`config.mk`:
```
export PLATFORM = sky130hd
export DESIGN_NAME = trvg_div_cell
export DESIGN_NICKNAME = d
export VERILOG_FILES = /design/src/design/trvg_pkg.sv /design/src/design/trvg_div_cell.sv
export SDC_FILE = /design/constraint.sdc
export NUM_CORES = 1
export LEC_CHECK = 0
export BUFFER_PORTS_ARGS = -buffer_cell sky130_fd_sc_hd__buf_2
export CORE_AREA = 3 3 342 344
export CTS_BUF_LIST = sky130_fd_sc_hd__clkbuf_8
export DETAILED_ROUTE_END_ITERATION = 10
export DIE_AREA = 0 0 345 347
export SLEW_MARGIN = 20
export SYNTH_ARGS = -nofsm -noshare
export SYNTH_HDL_FRONTEND = slang
export SYNTH_SLANG_ARGS = --single-unit
```
`constraint.sdc`:
```
create_clock -name clk -period 0.9 [get_ports clk]
set_input_delay 0.18 -clock clk [delete_from_list [all_inputs] [get_ports clk]]
set_output_delay 0.18 -clock clk [all_outputs]
set_load 0.02 [all_outputs]
```
`src/design/trvg_pkg.sv`:
```
// Shared types, constants and tables of the tube ring vertex generator.
package trvg_pkg;

	localparam int CORDIC_STEPS = 24;
	localparam int SQRT_STEPS   = 32;
	localparam int DIV_STEPS    = 15;

	localparam logic signed [33:0] CORDIC_GAIN = 34'sd652032874;
	localparam logic signed [33:0] ONE_Q30     = 34'sd1073741824;

	// arctangent of 2^-i in units of 2^-32 turn
	localparam logic [31:0] ATAN_TURNS [CORDIC_STEPS] = '{
		32'd536870912, 32'd316933406, 32'd167458907, 32'd85004756,
		32'd42667331,  32'd21354465,  32'd10679838,  32'd5340245,
		32'd2670163,   32'd1335087,   32'd667544,    32'd333772,
		32'd166886,    32'd83443,     32'd41722,     32'd20861,
		32'd10430,     32'd5215,      32'd2608,      32'd1304,
		32'd652,       32'd326,       32'd163,       32'd81
	};

	typedef struct packed {
		logic [2:0][31:0] m0;
		logic [2:0][31:0] m2;
		logic [2:0][31:0] m3;
		logic [30:0]      radius;
		logic [15:0]      tex_v;
	} ring_t;

	typedef struct packed {
		ring_t       ring;
		logic [15:0] tex_u;
		logic        last;
	} vinfo_t;

	typedef struct packed {
		logic signed [33:0] x;
		logic signed [33:0] y;
		logic signed [33:0] z;
		logic               neg;
		vinfo_t             info;
	} cordic_t;

	typedef struct packed {
		logic [2:0][31:0] pos;
		logic [2:0][29:0] nmag;
		logic [2:0]       nneg;
		logic             nzero;
		logic [15:0]      tex_u;
		logic [15:0]      tex_v;
		logic             last;
	} tail_t;

	typedef struct packed {
		logic [63:0] v;
		logic [63:0] res;
		tail_t       tail;
	} sqrt_t;

	typedef struct packed {
		logic [2:0][45:0] rem;
		logic [2:0][14:0] q;
		logic [31:0]      len;
		tail_t            tail;
	} dvd_t;

	typedef struct packed {
		logic div_busy;
		logic active;
	} seq_stat_t;

endpackage

```
`src/design/trvg_div_cell.sv`:
```
// One quotient bit of the three-lane normal divider chain.
module trvg_div_cell #(
	parameter int STEP = 0
) (
	input  logic           clk,
	input  logic           arst_n,
	input  logic           en,
	input  logic           in_vld,
	input  trvg_pkg::dvd_t in_d,
	output logic           out_vld,
	output trvg_pkg::dvd_t out_d
);
	import trvg_pkg::*;

	localparam int SH = DIV_STEPS - 1 - STEP;

	dvd_t        nx;
	logic [45:0] dd;

	// compare and subtract the shifted divisor in every lane
	always_comb begin
		nx = in_d;
		dd = 46'(in_d.len) << SH;
		for (int i = 0; i < 3; i++) begin
			if (in_d.rem[i] >= dd) begin
				nx.rem[i]   = in_d.rem[i] - dd;
				nx.q[i][SH] = 1'b1;
			end
		end
	end

	always_ff @(posedge clk or negedge arst_n) begin
		if (!arst_n) out_vld <= 1'b0;
		else if (en) out_vld <= in_vld;
	end

	always_ff @(posedge clk) begin
		if (en) out_d <= nx;
	end
endmodule

```
==> results.ini <==
[timing]
period_share_pct=306
tightestPinTransition_ps=513
finClkSkew_ps=0
hold_slack_ps=-123
grt_setup_unrepaired=true
slew_headroom_pct=65.6
tns_ps=-423310
fin_ws_ps=-1860
maxSlewViolCount=0
finalSetupViolCount=816
finalHoldViolCount=1
period_needed_ps=2760
fmax_mhz=363

[clock_tree]
cts_hold_buf=442
h-tree-depth=3
numClockSinks=439
clockBufferDepth=3
cts_tree=done
cts.clk_slew.worst_paths_ps=50
cts-root-buf=clkbuf_8
clock_latency_ps=720
numCtsBuffers=85

[grt]
antenna_found_initial=70
overflow=0
grt_pass1_vias=20101
grt_max_degree=30
track_usage_pct=20.1
grt_pass1_wl_um=167000

[critical_path]
cp-start-kind=input port
startpoint=in_d[406]
cp.required_ps=1340
arrival_ps=3200
endpoint_kind=flop
path_max_fanout=8
critPathKind=in2reg
rr_startpoint=out_vld

[route]
drt_pre_antenna_iters=5
via_count=19946
vias_per_cell=4.16
post-route-drc-count=0
drt_iter0_drc=1237
wl_per_cell_um=26.4
wirelength_um=127000
ant_nets=0

[min_path]
hold_start=in_d[406]
worstHoldPathType=in2reg

[logic_synthesis]
syn_area_per_cell_um2=14.3
synth_fa_ha_area_share_pct=6.56
synth_compound_area_share_pct=11.1
synth_nets=1889
synth_edf_count=438
synth_xor_area_share_pct=3.74
yosysTopAreaCell=edfxtp_1
synth_cell_types=69
ys_seq_area_share_pct=68.5
synthSimpleGateAreaFrac_pct=7.01
synth_cells=1348
synth_top_area_share_pct=68.4
synth_mux_area_share_pct=1.37
synth_flop_cell=edfxtp_1
synth_most_common_cell=edfxtp_1
synthTopCellsByCount=438 x edfxtp_1, 110 x nand2_1, 96 x ha_1, 95 x a21oi_1, 83 x o21ai_0
yosysWarnings=0
synth_top_family_by_area=compound AO/OA/AOI/OAI gates
ys_seq_elements=439
async_flop_share_pct=0.228
netlist_area_um2=19200
synth_area_leaders=edfxtp_1 68%, ha_1 6.2%, a21oi_1 2.5%, xnor2_1 2.2%, o21ai_0 2.2%

[finish]
final_layout_size_suffix_gt1_share_pct=50.3
nNetsFinal=3740
areaGrowthSynthToFinish_pct=102
instances_no_fill=4794

[power]
p_clk_share_pct=30.2
vdd_drop_max_v=0.000916
p_comb_share_pct=30.3
switching_share_pct=32.1
p_sw_mw=21.0
powerDensity_nw_per_um2=1680
power_leakage_nw=16.9
p_int_mw=44.5
pwr-share-seq_pct=39.5

[die]
initial_core_util_pct=16.8
die_h_um=347
row_count=124
dieArea_um2=120000
core-area_um2=114000
io_pins=881
die_w_um=345

[placement]
dp_hpwl_um=101000
gp_congestion=0.914
place_inst=4135
portBuffers=880

[run_status]
violations=negative hold slack, negative setup slack
status=finished with violations

[flow_run]
timing.max_cap.violations=0

-- registers in the layout, summed over array words and instances, names as in the netlist --
name / count
out_vld: 1
out_d: 438
-- cells in the final DEF, fill, tap and decap left out, types with 16 or more instances in the layout --
master,count
inv_1,62
clkbuf_8,86
clkinv_1,19
o21ai_0,45
xor2_1,33
buf_6,387
nand2b_1,19
ha_1,85
clkinv_2,16
buf_4,395
edfxtp_1,438
nand2_1,102
a21o_1,55
a21oi_2,19
nor2_1,47
diode_2,16
a21oi_1,74
buf_2,517
xnor2_1,46
dlygate4sd3_1,441
buf_12,30
o21ai_2,37
-- layout make-up --
| cell class | instances | area (µm²) |
|---|---|---|
| clock inverter | 68 | 438 |
| clock buffer | 86 | 1180 |
| timing repair buffer | 1791 | 15300 |
| multi-input combinational | 828 | 6590 |
| sequential | 439 | 13200 |
| inverter | 54 | 240 |
| fill | 11273 | 75300 |
| tap | 1512 | 1890 |
| antenna | 16 | 40.0 |
-- worst max-delay path, stage by stage --
cell	delay, ps
buf_8	110
inv_12	40
ha_4	130
inv_2	40
fa_2	360
a21o_1	180
a221o_1	370
a221oi_2	270
buf_4	170
or2_4	130
o311ai_4	80
a21oi_2	170
o211ai_2	130
a221oi_4	320
buf_12	210
mux2_4	300
-- per-layer routing --
metal	vias up	share of wire, %	global-route usage, %
li1	8913	-	-
met1	9789	38	23.0
met2	973	47	33.0
met3	225	11	8.69
met4	46	4.0	7.71
met5	-	0.24	0
-- logic make-up (layout without fill, tap and decap cells) --
group	after synthesis	count (layout)
AO/OA/AOI/OAI	335	335
XOR/XNOR	82	82
adder cells (fa/ha/maj)	99	99
buffers and inverters	81	1999
flip-flops	439	439
multiplexers	24	24
other	0	16
AND/OR/NAND/NOR	288	288
-- what timing repair did --
item / CTS / global route
setup buffers: 16 / 31
cloned: 4 / 6
gates resized for setup: 665 / 328
setup endpoints to repair: 538 / 607
pin swaps: 24 / 73
endpoints found under the hold margin: 612 / 2
-- through the flow --
stage / util [%] / cell area [µm²] / setup slack (ps) / power (mW)
2_1_floorplan: - / 19400 / -2310 / 32.1
3_3_place_gp: 25.4 / 29000 / -2700 / 40.5
3_5_place_dp: 25.4 / 29000 / -2770 / 40.6
4_1_cts: 32.7 / 37400 / -1820 / 65.0
5_1_grt: 34.0 / 38800 / -1920 / 68.4
6_report: 34.0 / 38900 / -1860 / 65.5
-- worst paths after layout --
path / to / depth (start not counted) / slack (ps)
setup / recovery: out_d[415] / 16 / -1860
hold / removal: out_d[406] / 3 / -120
setup reg to reg: out_vld / 1 / 120
hold reg to reg: out_vld / 1 / 570
max in group asynchronous: out_vld / 3 / 480
min in group asynchronous: out_vld / 3 / 310
-- power by group through the flow --
stage	clock network, mW	registers, mW	logic, mW
6_report	19.8	25.9	19.8
5_1_grt	21.5	26.0	20.9
4_1_cts	20.7	25.8	18.5
3_5_place_dp	0	25.8	14.7
3_3_place_gp	0	25.9	14.6
2_1_floorplan	0	28.2	3.96
Power figures use the tool's default switching activity.
