--- config.mk ---
export PLATFORM = sky130hd
export DESIGN_NAME = trvg_cordic_cell
export DESIGN_NICKNAME = d
export VERILOG_FILES = /design/src/design/trvg_pkg.sv /design/src/design/trvg_cordic_cell.sv
export SDC_FILE = /design/constraint.sdc
export NUM_CORES = 1
export LEC_CHECK = 0
export ABC_AREA = 1
export BUFFER_PORTS_ARGS = -buffer_cell sky130_fd_sc_hd__buf_2
export CAP_MARGIN = 20
export CORE_AREA = 2 2 361 363
export CTS_CLUSTER_DIAMETER = 120
export CTS_CLUSTER_SIZE = 16
export DETAILED_ROUTE_END_ITERATION = 12
export DIE_AREA = 0 0 363 365
export PLACE_DENSITY = 0.43
export SLEW_MARGIN = 25
export SYNTH_ARGS = -nofsm -noshare
export SYNTH_HDL_FRONTEND = slang
export SYNTH_SLANG_ARGS = --single-unit
--- constraint.sdc ---
create_clock -name clk -period 0.9 [get_ports clk]
set_input_delay 0.18 -clock clk [delete_from_list [all_inputs] [get_ports clk]]
set_output_delay 0.18 -clock clk [all_outputs]
set_load 0.02 [all_outputs]
--- src/design/trvg_pkg.sv ---
// Shared types, constants and tables of the tube ring vertex generator.
package trvg_pkg;

	localparam int CORDIC_STEPS = 24;
	localparam int SQRT_STEPS   = 32;
	localparam int DIV_STEPS    = 15;

	localparam logic signed [33:0] CORDIC_GAIN = 34'sd652032874;
	localparam logic signed [33:0] ONE_Q30     = 34'sd1073741824;

	// arctangent of 2^-i in units of 2^-32 turn
	localparam logic [31:0] ATAN_TURNS [CORDIC_STEPS] = '{
		32'd536870912, 32'd316933406, 32'd167458907, 32'd85004756,
		32'd42667331,  32'd21354465,  32'd10679838,  32'd5340245,
		32'd2670163,   32'd1335087,   32'd667544,    32'd333772,
		32'd166886,    32'd83443,     32'd41722,     32'd20861,
		32'd10430,     32'd5215,      32'd2608,      32'd1304,
		32'd652,       32'd326,       32'd163,       32'd81
	};

	typedef struct packed {
		logic [2:0][31:0] m0;
		logic [2:0][31:0] m2;
		logic [2:0][31:0] m3;
		logic [30:0]      radius;
		logic [15:0]      tex_v;
	} ring_t;

	typedef struct packed {
		ring_t       ring;
		logic [15:0] tex_u;
		logic        last;
	} vinfo_t;

	typedef struct packed {
		logic signed [33:0] x;
		logic signed [33:0] y;
		logic signed [33:0] z;
		logic               neg;
		vinfo_t             info;
	} cordic_t;

	typedef struct packed {
		logic [2:0][31:0] pos;
		logic [2:0][29:0] nmag;
		logic [2:0]       nneg;
		logic             nzero;
		logic [15:0]      tex_u;
		logic [15:0]      tex_v;
		logic             last;
	} tail_t;

	typedef struct packed {
		logic [63:0] v;
		logic [63:0] res;
		tail_t       tail;
	} sqrt_t;

	typedef struct packed {
		logic [2:0][45:0] rem;
		logic [2:0][14:0] q;
		logic [31:0]      len;
		tail_t            tail;
	} dvd_t;

	typedef struct packed {
		logic div_busy;
		logic active;
	} seq_stat_t;

endpackage

--- src/design/trvg_cordic_cell.sv ---
// One rotation step of the sine/cosine CORDIC chain.
module trvg_cordic_cell #(
	parameter int STEP = 0
) (
	input  logic              clk,
	input  logic              arst_n,
	input  logic              en,
	input  logic              in_vld,
	input  trvg_pkg::cordic_t in_d,
	output logic              out_vld,
	output trvg_pkg::cordic_t out_d
);
	import trvg_pkg::*;

	localparam logic signed [33:0] AT = 34'(ATAN_TURNS[STEP]);

	cordic_t            nx;
	logic signed [33:0] xs, ys;

	// rotate toward zero residual angle
	always_comb begin
		nx = in_d;
		xs = in_d.x >>> STEP;
		ys = in_d.y >>> STEP;
		if (in_d.z >= 0) begin
			nx.x = in_d.x - ys;
			nx.y = in_d.y + xs;
			nx.z = in_d.z - AT;
		end else begin
			nx.x = in_d.x + ys;
			nx.y = in_d.y - xs;
			nx.z = in_d.z + AT;
		end
	end

	always_ff @(posedge clk or negedge arst_n) begin
		if (!arst_n) out_vld <= 1'b0;
		else if (en) out_vld <= in_vld;
	end

	always_ff @(posedge clk) begin
		if (en) out_d <= nx;
	end
endmodule

==> report_table.html <==
<table>
<tr><th>Metric</th><th>Value</th></tr>
<tr><th colspan="2">Status</th></tr>
<tr><td>Outcome</td><td>complete, but fails checks</td></tr>
<tr><td>Violated checks</td><td>setup timing</td></tr>
<tr><th colspan="2">Synthesis</th></tr>
<tr><td>Post-synthesis cell count</td><td>1888</td></tr>
<tr><td>Part of the Yosys area used for sequential elements</td><td>64.5%</td></tr>
<tr><td>Fraction of registers with async set/reset</td><td>0.220%</td></tr>
<tr><td>Syn Nets</td><td>2455</td></tr>
<tr><td>Number of enable flip-flop cells after synthesis</td><td>between 400 and 500</td></tr>
<tr><td>Post-synth cell types</td><td>42</td></tr>
<tr><td>Mean Syn Cell Area</td><td>approximately 11 µm²</td></tr>
<tr><td>Main synth FF type</td><td>sky130_fd_sc_hd__edfxtp_1</td></tr>
<tr><td>Post-synth design cell area</td><td>~0.021 mm²</td></tr>
<tr><td>Flip-flop and latch count after synthesis</td><td>455</td></tr>
<tr><td>Warning count from the yosys run</td><td>0</td></tr>
<tr><th colspan="2">Critical path</th></tr>
<tr><td>R2R cell count</td><td>1</td></tr>
<tr><td>Element type at the critical path start</td><td>input port</td></tr>
<tr><td>CP endpoint kind</td><td>flop</td></tr>
<tr><td>Destination of the critical timing path</td><td>out_d[386]$_DFFE_PP_</td></tr>
<tr><td>Required time at the endpoint of the critical path</td><td>roughly 1.3 ns</td></tr>
<tr><td>Critical path type</td><td>in -&gt; reg</td></tr>
<tr><td>Worst setup startpoint</td><td>in_d[386]</td></tr>
<tr><td>Data arrival time of the critical path</td><td>2.02 ns</td></tr>
<tr><td>Register-to-register path setup slack</td><td>between 0.1 and 0.15 ns</td></tr>
<tr><td>Endpoint of the most critical register-to-register path</td><td>out_vld$_DFFE_PN0P_</td></tr>
<tr><td>Startpoint of the lowest-slack register-to-register path</td><td>out_vld$_DFFE_PN0P_</td></tr>
<tr><td>Crit-path max FO</td><td>5</td></tr>
<tr><th colspan="2">Route</th></tr>
<tr><td>Pre-antenna DRT Iters</td><td>5</td></tr>
<tr><td>Detail-routed net length per standard cell</td><td>between 20 and 30 µm</td></tr>
<tr><td>Via count</td><td>between 20000 and 25000</td></tr>
<tr><td>Routed wire length</td><td>159000 µm</td></tr>
<tr><td>DRC errors left</td><td>0</td></tr>
<tr><td>Antenna Violating Nets Remaining</td><td>0</td></tr>
<tr><td>Post-DR vias/cell</td><td>4.17</td></tr>
<tr><td>First-iteration detailed-routing DRC count</td><td>1668</td></tr>
<tr><th colspan="2">Run</th></tr>
<tr><td>MaxCap Viol Count</td><td>0</td></tr>
<tr><th colspan="2">STA</th></tr>
<tr><td>Minimum setup slack in the final design</td><td>-0.768 ns</td></tr>
<tr><td>Final clock period utilization by the worst path</td><td>185%</td></tr>
<tr><td>Number of max-slew violations in the final report</td><td>0</td></tr>
<tr><td>RSZ-0062 raised after global routing</td><td>yes</td></tr>
<tr><td>Max Clk Rate</td><td>600 MHz</td></tr>
<tr><td>Final min period</td><td>1.67 ns</td></tr>
<tr><td>Final hold vios</td><td>0</td></tr>
<tr><td>Relative slew margins</td><td>66.7%</td></tr>
<tr><td>Setup TNS Final</td><td>-253.77 ns</td></tr>
<tr><td>Slew at the pin closest to its max-slew limit</td><td>0.496 ns</td></tr>
<tr><td>Final count of negative-setup-slack endpoints</td><td>526</td></tr>
<tr><td>Final setup skew</td><td>0 ns</td></tr>
<tr><th colspan="2">Pwr</th></tr>
<tr><td>Internal Power</td><td>45.2 mW</td></tr>
<tr><td>Final Total Pwr</td><td>68.5 mW</td></tr>
<tr><td>Fraction of power spent switching nets</td><td>34.1%</td></tr>
<tr><td>Maximum resistive drop on vdd</td><td>0.990 mV</td></tr>
<tr><td>Leakage power figure</td><td>around 19 nW</td></tr>
<tr><td>Total power divided by cell area</td><td>approximately 1500 mW/mm²</td></tr>
<tr><td>Power share of the combinational group</td><td>36.0%</td></tr>
<tr><td>Switching power summed over all nets</td><td>roughly 23 mW</td></tr>
<tr><td>Part of the total power dissipated in sequential elements</td><td>39.4%</td></tr>
<tr><td>Clock share of power</td><td>24.6%</td></tr>
<tr><th colspan="2">Floorplanning</th></tr>
<tr><td>Die span in x</td><td>363 µm</td></tr>
<tr><td>Core Box Area</td><td>0.129 mm²</td></tr>
<tr><td>Height of the die</td><td>365 µm</td></tr>
<tr><td>Count of standard-cell rows</td><td>approximately 130</td></tr>
<tr><td>Die area</td><td>0.132 mm²</td></tr>
<tr><td>Starting density of the core</td><td>~16%</td></tr>
<tr><td>Top-level port count</td><td>915</td></tr>
<tr><th colspan="2">Clocking</th></tr>
<tr><td>Sinks on the clock net</td><td>roughly 460</td></tr>
<tr><td>CTS root buf</td><td>sky130_fd_sc_hd__clkbuf_16</td></tr>
<tr><td>Number of CTS-inserted buffers</td><td>37</td></tr>
<tr><td>Maximum count of clock buffers along a single path</td><td>3</td></tr>
<tr><td>Clock-pin transition on the worst setup and hold timing paths</td><td>0.09 ns</td></tr>
<tr><td># H-tree levels</td><td>2</td></tr>
<tr><td>TritonCTS clock tree</td><td>done</td></tr>
<tr><td>Clock latency reported for the late side of the worst-skew pair</td><td>0.59 ns</td></tr>
<tr><th colspan="2">Global routing</th></tr>
<tr><td>First-pass GRT wire length</td><td>203000 µm</td></tr>
<tr><td>Initial antenna violation count</td><td>64</td></tr>
<tr><td>Global-route congestion overflow total</td><td>0</td></tr>
<tr><td>Vias in the first global route</td><td>22700</td></tr>
<tr><td>Maximum number of pins on one net before global-route repair</td><td>29</td></tr>
<tr><td>All-Layer GR Usage</td><td>a little under a quarter</td></tr>
<tr><th colspan="2">Finish</th></tr>
<tr><td>Leading cell type in the layout, fill and taps excluded</td><td>sky130_fd_sc_hd__buf_2</td></tr>
<tr><td>Commonest cells after routing, fill and taps aside</td><td>sky130_fd_sc_hd__buf_2 (464), sky130_fd_sc_hd__buf_6 (462), sky130_fd_sc_hd__edfxtp_1 (454)</td></tr>
<tr><td>Fraction of layout cells with a size suffix above 1</td><td>59.8%</td></tr>
<tr><td>Final std cells w/o fill</td><td>5474</td></tr>
<tr><td>Area Overhead vs Synth</td><td>113%</td></tr>
<tr><td>Fill cell total of the finished layout</td><td>approximately 13000</td></tr>
<tr><td>Nets</td><td>between 4000 and 5000</td></tr>
<tr><td>Share of the core filled with cells in the final layout</td><td>35.1%</td></tr>
<tr><th colspan="2">Placed design</th></tr>
<tr><td>Post-DP HPWL</td><td>132000 µm</td></tr>
<tr><td>Port Buf Inserts</td><td>914</td></tr>
<tr><td>Placed insts</td><td>4897</td></tr>
<tr><td>Final weighted congestion in routability-driven placement</td><td>0.953</td></tr>
<tr><td>Dpl ws</td><td>-1.92 ns</td></tr>
<tr><th colspan="2">Min path</th></tr>
<tr><td>Type of the tightest min-delay check</td><td>in -&gt; reg</td></tr>
</table>
-- power groups by stage --
stage                     Combinational (mW)  Clock (mW)  Sequential (mW)
final                                   24.7        16.8             27.0
after CTS                               23.5        17.4             27.0
after global routing                    25.8        18.0             27.1
after detailed placement                17.4           0             27.0
after global placement                  17.4           0             27.1
after floorplan                         4.88           0             29.0
-- per-layer routing --
layer	global-route usage, %	share of wire [%]	routed length (µm)	up-vias
met5	0	0.10	159	-
met4	8.66	4.7	7550	24
met1	28.5	40	63700	11200
li1	-	-	-	10300
met2	36.3	45	71500	1035
met3	8.28	10	16200	256
-- worst max-delay path: stages --
cell and delay, ns:
sky130_fd_sc_hd__buf_12 0.09, sky130_fd_sc_hd__inv_12 0.03, sky130_fd_sc_hd__ha_4 0.13, sky130_fd_sc_hd__nand3b_1 0.07
sky130_fd_sc_hd__nor3_1 0.05, sky130_fd_sc_hd__nand4_1 0.14, sky130_fd_sc_hd__nor2_4 0.07, sky130_fd_sc_hd__nor2_4 0.34
sky130_fd_sc_hd__clkinv_4 0.17, sky130_fd_sc_hd__fa_2 0.38, sky130_fd_sc_hd__nand2_2 0.09, sky130_fd_sc_hd__nand2_2 0.05
sky130_fd_sc_hd__a21oi_2 0.12, sky130_fd_sc_hd__xnor2_1 0.08
-- synth_stat cells (all sizes together) (4+ instances only) --
library cell | n | share of area [%]
nand4 | 12 | 0.35
o21ai | 100 | 2.4
inv | 208 | 3.7
nor3 | 17 | 0.45
a21oi | 129 | 3.2
clkbuf | 4 | 0.077
fa | 4 | 0.38
nor4 | 6 | 0.18
xor2 | 34 | 1.4
nand2 | 417 | 7.5
a21o | 16 | 0.57
o211ai | 4 | 0.14
edfxtp | 454 | 64
or2 | 5 | 0.15
o21a | 4 | 0.14
buf | 38 | 1.4
nor2 | 160 | 3.0
nand3 | 148 | 3.6
o21bai | 12 | 0.43
ha | 104 | 6.1
-- stage by stage --
| stage | area, µm² | hold slack, ns |
|---|---|---|
| 5_1_grt | 45100 | 0.0414 |
| 2_1_floorplan | 22400 | -0.116 |
| 3_3_place_gp | 33000 | -0.0436 |
| 6_report | 45100 | 0.0606 |
| 3_5_place_dp | 33000 | -0.0416 |
| 4_1_cts | 43600 | 0.0143 |
-- kinds of logic (layout without fill, tap and decap cells) --
logic type	count (synthesis)	in the layout	share of synthesized area [%]
compound gates	270	270	6.97
xor+xnor	35	35	1.45
fa+ha+maj	108	108	6.53
buf+inv	250	2136	5.12
flops	455	455	64.5
mux	1	1	0.0532
other cells	0	25	0
simple gates	769	769	15.4
-- final cells by class --
type	count	area [µm²]	area share (%)
Clock inverter	8	109	0.241
Tap cell	1675	2100	4.64
Antenna cell	25	62.6	0.139
Timing Repair Buffer	1873	17000	37.7
Inverter	208	951	2.11
Clock buffer	47	1010	2.23
Multi-Input combinational cell	1183	10200	22.7
Sequential cell	455	13700	30.3
-- state kept, by name (all words and copies together), names as in the netlist --
register / count
out_d: 454
out_vld: 1
-- worst min-delay path by stage --
stage               slack [ns]                   end  startpoint  depth (start not counted)
floorplan                -0.12   out_vld$_DFFE_PN0P_      arst_n                          0
global placement         -0.04   out_vld$_DFFE_PN0P_      arst_n                          1
detailed placement       -0.04   out_vld$_DFFE_PN0P_      arst_n                          1
CTS                       0.01  out_d[382]$_DFFE_PP_   in_d[382]                          3
global route              0.04  out_d[382]$_DFFE_PP_   in_d[382]                          3
finish                    0.06  out_d[382]$_DFFE_PP_   in_d[382]                          3
-- repair_timing --
| item | in CTS | in global routing |
|---|---|---|
| hold buffers | 387 | 0 |
| cloned | 13 | 3 |
| pin swaps | 279 | 198 |
| resized for setup | 1342 | 336 |
| buffers inserted | 81 | 34 |
| endpoints found under the setup margin | 526 | 526 |
| endpoints found under the hold margin | 389 | 0 |
No activity file was read; power rests on OpenSTA's default activity.
