File: src/design/trvg_pkg.sv
// Shared types, constants and tables of the tube ring vertex generator.
package trvg_pkg;

	localparam int CORDIC_STEPS = 24;
	localparam int SQRT_STEPS   = 32;
	localparam int DIV_STEPS    = 15;

	localparam logic signed [33:0] CORDIC_GAIN = 34'sd652032874;
	localparam logic signed [33:0] ONE_Q30     = 34'sd1073741824;

	// arctangent of 2^-i in units of 2^-32 turn
	localparam logic [31:0] ATAN_TURNS [CORDIC_STEPS] = '{
		32'd536870912, 32'd316933406, 32'd167458907, 32'd85004756,
		32'd42667331,  32'd21354465,  32'd10679838,  32'd5340245,
		32'd2670163,   32'd1335087,   32'd667544,    32'd333772,
		32'd166886,    32'd83443,     32'd41722,     32'd20861,
		32'd10430,     32'd5215,      32'd2608,      32'd1304,
		32'd652,       32'd326,       32'd163,       32'd81
	};

	typedef struct packed {
		logic [2:0][31:0] m0;
		logic [2:0][31:0] m2;
		logic [2:0][31:0] m3;
		logic [30:0]      radius;
		logic [15:0]      tex_v;
	} ring_t;

	typedef struct packed {
		ring_t       ring;
		logic [15:0] tex_u;
		logic        last;
	} vinfo_t;

	typedef struct packed {
		logic signed [33:0] x;
		logic signed [33:0] y;
		logic signed [33:0] z;
		logic               neg;
		vinfo_t             info;
	} cordic_t;

	typedef struct packed {
		logic [2:0][31:0] pos;
		logic [2:0][29:0] nmag;
		logic [2:0]       nneg;
		logic             nzero;
		logic [15:0]      tex_u;
		logic [15:0]      tex_v;
		logic             last;
	} tail_t;

	typedef struct packed {
		logic [63:0] v;
		logic [63:0] res;
		tail_t       tail;
	} sqrt_t;

	typedef struct packed {
		logic [2:0][45:0] rem;
		logic [2:0][14:0] q;
		logic [31:0]      len;
		tail_t            tail;
	} dvd_t;

	typedef struct packed {
		logic div_busy;
		logic active;
	} seq_stat_t;

endpackage

File: src/design/trvg_sqrt_cell.sv
// One bit-pair step of the integer square root chain.
module trvg_sqrt_cell #(
	parameter int STEP = 0
) (
	input  logic            clk,
	input  logic            arst_n,
	input  logic            en,
	input  logic            in_vld,
	input  trvg_pkg::sqrt_t in_d,
	output logic            out_vld,
	output trvg_pkg::sqrt_t out_d
);
	import trvg_pkg::*;

	localparam int SH = 2 * (SQRT_STEPS - 1 - STEP);
	localparam logic [63:0] BIT = 64'd1 << SH;

	sqrt_t       nx;
	logic [63:0] trial;

	// trial subtract of res + bit
	always_comb begin
		nx    = in_d;
		trial = in_d.res + BIT;
		if (in_d.v >= trial) begin
			nx.v   = in_d.v - trial;
			nx.res = (in_d.res >> 1) + BIT;
		end else begin
			nx.res = in_d.res >> 1;
		end
	end

	always_ff @(posedge clk or negedge arst_n) begin
		if (!arst_n) out_vld <= 1'b0;
		else if (en) out_vld <= in_vld;
	end

	always_ff @(posedge clk) begin
		if (en) out_d <= nx;
	end
endmodule

File: config.mk
export PLATFORM = sky130hd
export DESIGN_NAME = trvg_sqrt_cell
export DESIGN_NICKNAME = d
export VERILOG_FILES = /design/src/design/trvg_pkg.sv /design/src/design/trvg_sqrt_cell.sv
export SDC_FILE = /design/constraint.sdc
export NUM_CORES = 1
export LEC_CHECK = 0
export ABC_AREA = 1
export BUFFER_PORTS_ARGS = -buffer_cell sky130_fd_sc_hd__buf_2
export CORE_AREA = 5 5 274 276
export CTS_BUF_LIST = sky130_fd_sc_hd__clkbuf_4
export DETAILED_ROUTE_END_ITERATION = 16
export DIE_AREA = 0 0 279 281
export GPL_ROUTABILITY_DRIVEN = 1
export SLEW_MARGIN = 15
export SYNTH_ARGS = -nofsm -noshare
export SYNTH_HDL_FRONTEND = slang
export SYNTH_SLANG_ARGS = --single-unit
File: constraint.sdc
create_clock -name clk -period 0.9 [get_ports clk]
set_input_delay 0 -clock clk [delete_from_list [all_inputs] [get_ports clk]]
set_output_delay 0 -clock clk [all_outputs]
set_load 0.01 [all_outputs]
==> reports/qor.yml, run 1 <==
outcome:
  status: "complete, but fails checks"
  violations: "negative hold slack, negative setup slack"
floorplanning:
  die_h_um: 281
  dieArea_um2: 78400
  core_area_um2: 72300
  start_util_pct: 24.6
  die_w_um: 279
  rows: 99
  ios: 707
yosys:
  synth_top_area_share_pct: 59.3
  syn_inst: 1938
  synthDistinctLibCells: 35
  syn_area_um2: 17800
  netlist_top_cells_area: "edfxtp_1, nand2_1, inv_1, ha_1, nor2_1"
  synth_seq_area_share_pct: 59.4
  async_flop_share_pct: 0.284
  synth_flop_cell: "edfxtp_1"
  synth_common_cells: "nand2_1, inv_1, edfxtp_1"
  syn_nets: 2358
  synth_edf_count: 351
  synth_area_leader_cell: "edfxtp_1"
  synth_most_common_cell: "nand2_1"
  syn_avg_cell_area_um2: 9.17
  synth-seq-cells: 352
  ys_warn_count: 0
global_route:
  track_usage_pct: 25.7
  grt_pass1_vias: 21016
  grt_antenna_before_repair: 36
  grt_max_degree: 27
  grt_pass1_wl_um: 145000
  gr-total-overflow: 0
drt:
  drtIter0Drc: 1097
  via_per_inst: 4.33
  drtPass1Iterations: 5
  num_vias: 20348
  drtAntennaViolNets: 0
  wire_per_inst_um: 22.6
  routed_wl_um: 106000
  drcViolationCount: 0
placement:
  dp.cells: 3899
  gp_congestion: 0.945
  post-dp-hpwl_um: 80900
  port_buffers: 706
setup_path:
  crit_type: "register to output pin"
  required_ns: 0.90
  cp_slowest_cell: "edfxtp_1"
  path_cells: "buf_6"
  cp-end-kind: "output pin"
  critPathMaxStageDelay_ns: 0.50
  cp_max_fo: 1
  start_kind: "register"
  crit_arrival_ns: 1.56
  cp_top_family: "flip-flops"
  worst-path-buf-inv: 1
timing:
  min_period_ns: 1.56
  worstMarginPinSlew_ns: 0.345
  worst_slack_ns: -0.657
  finalHoldViolCount: 77
  drv_slew: 0
  fin_crit_sh_pct: 173
  slew_headroom_pct: 76.8
  max_freq_mhz: 642
  skew_ns: 0
  whs_ns: -0.703
  setup_viol: 418
  rsz0062_at_grt: "true"
clock_network:
  cts_inserted_buffers: 101
  clk_pin_slew_worst_paths_ns: 0.06
  htree_num_levels: 3
  clkLatencyLatePin_ns: 0.86
  cts_tree: "built"
  cts_num_sinks: 352
  clock-root-buffer: "clkbuf_4"
  cts_buffer_depth: 3
run:
  cap_violations: 0
final_layout:
  nets: 4072
  syn2layout_area_growth_pct: 99.3
  drive_gt1_share_pct: 43.8
  finalNonFillerCells: 4704
power:
  ir_worst_vdd_uv: 1050
  cellLeakagePower_nw: 17.2
  p_per_area_nw_per_um2: 1520
min_path:
  hold_path.class: "input port to register"
-- layout by cell type, fill, tap and decap left out, types with 7 or more instances in the layout --
| cell | netlist | final |
|---|---|---|
| a21oi_1 | 42 | 31 |
| nand4_1 | 20 | 20 |
| inv_1 | 396 | 358 |
| ha_1 | 64 | 9 |
| nand3_4 | 0 | 11 |
| edfxtp_1 | 351 | 351 |
| xor2_1 | 30 | 28 |
| buf_4 | 5 | 315 |
| diode_2 | 0 | 21 |
| nand2_4 | 2 | 52 |
| nand3_2 | 11 | 24 |
| nand2_1 | 753 | 572 |
| clkbuf_4 | 0 | 142 |
| buf_2 | 4 | 555 |
| nor2_2 | 10 | 29 |
| a21oi_2 | 2 | 8 |
| nor2_1 | 111 | 86 |
| ha_4 | 0 | 55 |
| nand3_1 | 79 | 55 |
| nand2_2 | 12 | 143 |
| buf_12 | 2 | 29 |
| clkinv_2 | 0 | 14 |
| clkinv_1 | 1 | 12 |
| dlygate4sd3_1 | 0 | 557 |
| nor2_4 | 1 | 7 |
| inv_2 | 10 | 44 |
| buf_6 | 2 | 153 |
-- registers in the layout, summed over array words and instances (netlist names) --
name,flops
out_vld,1
out_d,351
-- per-stage QoR --
stage / utilization [%] / TNS [ns] / power [mW] / worst slack (ns) / cell area (um2)
after global routing: 48.9 / -233.86 / 56.4 / -0.717 / 35400
after floorplan: - / -61.77 / 25.4 / -0.952 / 17900
after CTS: 47.9 / -261.81 / 53.3 / -0.768 / 34600
after global placement: 34.6 / -85.60 / 32.3 / -1.51 / 25000
after detailed placement: 34.6 / -86.60 / 32.3 / -1.49 / 25000
final: 49.0 / -198.84 / 53.7 / -0.657 / 35400
-- where the power goes --
group | internal (mW) | total [mW] | switching [mW]
registers | 19.9 | 20.5 | 0.659
logic | 8.44 | 17.3 | 8.89
clock network | 7.92 | 15.9 | 7.94
-- metal layers --
metal / track usage, % / routed length (um)
met5: 0 / 118
met4: 14.0 / 6900
met3: 8.81 / 9840
met2: 44.8 / 52000
met1: 27.5 / 37500
-- logic make-up after synthesis --
group | count (synthesis) | synth area share [%]
adder cells (fa/ha/maj) | 65 | 4.62
XOR/XNOR | 32 | 1.58
AND/OR/NAND/NOR | 1015 | 23.5
flip-flops | 352 | 59.4
multiplexers | 1 | 0.0634
buffers and inverters | 421 | 9.31
AO/OA/AOI/OAI | 52 | 1.51
-- path summary, 6_finish.rpt --
check                           startpoint          to  slack [ns]  depth (start not counted)
worst min register to register     out_vld     out_vld        0.55                          1
min in group asynchronous           arst_n     out_vld        0.54                          4
worst min-delay path             in_d[258]  out_d[257]       -0.70                          1
worst max register to register     out_vld     out_vld        0.13                          1
max in group asynchronous           arst_n     out_vld        0.25                          4
worst max-delay path             out_d[85]   out_d[85]       -0.66                          1
-- area by class of cell --
type,instances,area (um2)
Antenna cell,21,52.6
Clock buffer,142,1070
Clock inverter,33,226
Fill cell,6698,36900
Inverter,408,1570
Multi-Input combinational cell,1165,7410
Sequential cell,352,10600
Tap cell,959,1200
Timing Repair Buffer,1623,13300
Timing Repair inverter,1,16.3
-- repair_timing --
item | CTS | global route
hold buffers | 552 | 11
pin swaps | 80 | 45
resized for setup | 535 | 211
endpoints found under the hold margin | 704 | 83
setup endpoints to repair | 418 | 418
gates cloned | 13 | 3
buffers inserted | 36 | 14
No activity file was read; power rests on OpenSTA's default activity.
==> run 2, diff against run 1 <==
--- a/config.mk
+++ b/config.mk
@@ -5,7 +5,6 @@
 export SDC_FILE = /design/constraint.sdc
 export NUM_CORES = 1
 export LEC_CHECK = 0
-export ABC_AREA = 1
 export BUFFER_PORTS_ARGS = -buffer_cell sky130_fd_sc_hd__buf_2
 export CORE_AREA = 5 5 274 276
 export CTS_BUF_LIST = sky130_fd_sc_hd__clkbuf_4
==> run 2 against run 1 <==
Against the previous run:
- the run still ends with negative hold slack, negative setup slack left
- count of clock-buffer cells in the layout decreased by 1
- area after synthesis decreased by 11%
- die area unchanged
- clock power fell by 4%
- register-to-register slack lost 0.02 ns
- sequential share of layout area increased by 2.4 points
- via count down 15%
- routed wire length is 17% lower
- largest power group unchanged
- highest routed layer unchanged
==> reports/qor.yml, run 2 <==
outcome:
  violations: "negative hold slack, negative setup slack"
  status: "complete, but fails checks"
yosys:
  synth_seq_area_share_pct: 66.8  # +7.4 points
  netlist_top_cells_area: "edfxtp_1, ha_1, a21oi_1, mux2_1, xnor2_1"
  ys_warn_count: 0  # unchanged
  synth_most_common_cell: "edfxtp_1"
  synth_edf_count: 351  # unchanged
  syn_inst: 1144  # -41%
  synthDistinctLibCells: 68  # +94%
  async_flop_share_pct: 0.284  # unchanged
  syn_avg_cell_area_um2: 13.8  # +51%
  synth_common_cells: "edfxtp_1, a21oi_1, inv_1"
  syn_nets: 1564  # -34%
  syn_area_um2: 15800  # -11%
  synth_top_area_share_pct: 66.7  # +7.4 points
  synth-seq-cells: 352  # unchanged
  synth_flop_cell: "edfxtp_1"
  synth_area_leader_cell: "edfxtp_1"
drt:
  via_per_inst: 4.33  # about the same
  num_vias: 17253  # -15%
  drcViolationCount: 0  # unchanged
  drtPass1Iterations: 4  # -1
  drtIter0Drc: 631  # -42%
  drtAntennaViolNets: 0  # unchanged
  wire_per_inst_um: 22.2  # -2.0%
  routed_wl_um: 88400  # -17%
power:
  p_per_area_nw_per_um2: 1550  # +2.3%
  power_switching_mw: 15.3  # -12%
  ir_worst_vdd_uv: 1050  # about the same
  pwr-share-comb_pct: 30.0  # -2.3 points
  power.internal_mw: 35.6  # -1.8%
  cellLeakagePower_nw: 14.6  # -15%
  seqPwrFrac_pct: 40.2  # +2.0 points
  power_mw: 51.0  # -5.2%
  clkPwrFrac_pct: 29.8  # +0.3 points
  p_sw_share_pct: 30.1  # -2.4 points
setup_path:
  required_ns: 1.52  # +0.62 ns
  r2r-end: "out_vld"
  crit_type: "input port to register"
  cp_top_family: "compound AO/OA/AOI/OAI gates"
  reg2reg_depth: 1  # unchanged
  worst-path-buf-inv: 7  # +6
  cp_slowest_cell: "or3b_1"
  start_kind: "input port"
  r2r-start: "out_vld"
  cp_max_fo: 4  # +3
  crit_top_cell: "a21o_1"
  crit_arrival_ns: 2.69  # +1.13 ns
  critPathMaxStageDelay_ns: 0.34  # -0.16 ns
  cp-end-kind: "register"
  path_cells: "buf_2 > inv_1 > ha_4 > a21o_1 > a21o_1 > a21o_1 > a21o_1 > a21o_1 > a211oi_2 > buf_4 > a31oi_4 > buf_6 > buf_12 > buf_6 > buf_6 > nand4_1 > or3b_1"
  r2r_setup_slack_ns: 0.11  # -0.02 ns
floorplanning:
  die_h_um: 281  # unchanged
  start_util_pct: 21.9  # -2.7 points
  ios: 707  # unchanged
  rows: 99  # unchanged
  core_area_um2: 72300  # unchanged
  die_w_um: 279  # unchanged
  dieArea_um2: 78400  # unchanged
min_path:
  hold_start: "in_d[283]"
  min_path_cells: 1  # unchanged
  min_to: "out_d[282]"
  hold_path.class: "input port to register"
global_route:
  grt_pass1_wl_um: 123000  # -15%
  grtUsageMet1_pct: 21.9  # -5.5 points
  met2_usage_pct: 38.6  # -6.2 points
  top_usage_layer: "met2"
  use_met3_pct: 6.83  # -2.0 points
  grt_pass1_vias: 18565  # -12%
  grt_max_degree: 28  # +3.7%
  gr-total-overflow: 0  # unchanged
  grt_antenna_before_repair: 35  # -2.8%
  track_usage_pct: 21.2  # -4.5 points
final_layout:
  syn2layout_area_growth_pct: 108
  final_cell_mix: "dlygate4sd3_1, buf_2, buf_4, edfxtp_1, clkbuf_4"
  regArea_um2: 10600  # unchanged
  fill_cells: 6652  # -0.69%
  nets: 3351  # -18%
  drive_gt1_share_pct: 48.0  # +4.2 points
  finalNonFillerCells: 3989  # -15%
  fin_util_pct: 45.4  # -3.6 points
  top_regs: "out_d x351, out_vld x1"
  postLayoutCellArea_um2: 32800  # -7.3%
  multi_input_area_um2: 5620  # -24%
  largest_reg_flops: 351  # unchanged
  largest_register: "out_d"
timing:
  worstMarginPinSlew_ns: 0.714  # +0.369 ns
  rsz0062_at_grt: "true"
  worst_slack_ns: -1.18  # -0.519 ns
  fin_crit_sh_pct: 231  # +58 points
  skew_ns: 0  # unchanged
  finalHoldViolCount: 62  # -19%
  min_period_ns: 2.08  # +0.519 ns
  whs_ns: -0.675  # +0.0286 ns
  slew_headroom_pct: 52.3  # -24 points
  max_freq_mhz: 482  # -25%
  drv_slew: 0  # unchanged
  setup_viol: 418  # unchanged
placement:
  detailed_place.area_um2: 23700  # -5.3%
  preCtsSetupSlack_ns: -2.45  # -0.959 ns
  dp.cells: 3150  # -19%
  port_buffers: 706  # unchanged
  post-dp-hpwl_um: 66900  # -17%
  gp_congestion: 0.930  # -1.5%
clock_network:
  clock-root-buffer: "clkbuf_4"
  cts_inserted_buffers: 103  # +2.0%
  cts_buffer_depth: 3  # unchanged
  cts_tree: "built"
  cts_num_sinks: 352  # unchanged
  clkLatencyLatePin_ns: 0.86  # about the same
  clk_pin_slew_worst_paths_ns: 0.07  # about the same
  htree_num_levels: 3  # unchanged
run:
  cap_violations: 0  # unchanged
-- run 2: power groups by stage --
stage | clock network [mW] | registers, mW | logic, mW
2_1_floorplan | 0 | 21.4 | 3.76
3_3_place_gp | 0 | 20.7 | 11.1
3_5_place_dp | 0 | 20.7 | 11.2
4_1_cts | 15.7 | 20.5 | 15.0
5_1_grt | 16.7 | 20.6 | 16.2
6_report | 15.2 | 20.5 | 15.3
-- run 2: how the worst max path moves through the flow --
stage                             to  slack [ns]      start  cells past startpoint
after floorplan           out_d[305]       -1.71  in_d[287]                     13
after global placement    out_d[336]       -2.35  in_d[226]                     16
after detailed placement  out_d[336]       -2.45  in_d[245]                     14
after CTS                 out_d[308]       -1.13  in_d[287]                     16
after global routing      out_d[349]       -1.20  in_d[239]                     17
final                     out_d[349]       -1.18  in_d[280]                     17
-- run 2: final cells by class --
cell class	count	share of cell area, %
Clock inverter	42	0.610
Antenna cell	21	0.160
Multi-Input combinational cell	669	17.1
Tap cell	959	3.65
Timing Repair Buffer	1718	42.0
Inverter	87	1.04
Clock buffer	141	3.22
Sequential cell	352	32.2
-- run 2: metrics by stage --
stage | hold slack (ns) | setup TNS (ns)
after floorplan | -0.296 | -108.31
after global routing | -0.756 | -281.34
after global placement | -0.224 | -139.61
final | -0.675 | -240.43
after detailed placement | -0.223 | -142.00
after CTS | -0.792 | -281.99
-- run 2: cell families (layout without fill, tap and decap cells) --
logic type	Yosys count	in the layout	share of synthesized area, %
AO/OA/AOI/OAI	272	272	11.0
XOR/XNOR	56	56	3.10
adder cells (fa/ha/maj)	65	65	5.19
buffers and inverters	123	1988	3.21
flip-flops	352	352	66.8
multiplexers	53	53	3.77
other	0	21	0
AND/OR/NAND/NOR	223	223	6.88
-- run 2: metal layers --
layer	routed length (um)	share of wire, %	vias up
met5	179	0.20	-
met4	4790	5.4	26
met3	7040	8.0	213
met2	45500	52	628
met1	30800	35	8402
li1	-	-	7984
-- run 2: what timing repair did --
| action | in CTS | in global routing |
|---|---|---|
| gates cloned | 5 | 1 |
| endpoints found under the setup margin | 418 | 418 |
| gates resized for setup | 294 | 81 |
| pin swaps | 29 | 32 |
| buffers inserted | 27 | 8 |
| endpoints found under the hold margin | 704 | 75 |
| hold buffers | 575 | 24 |
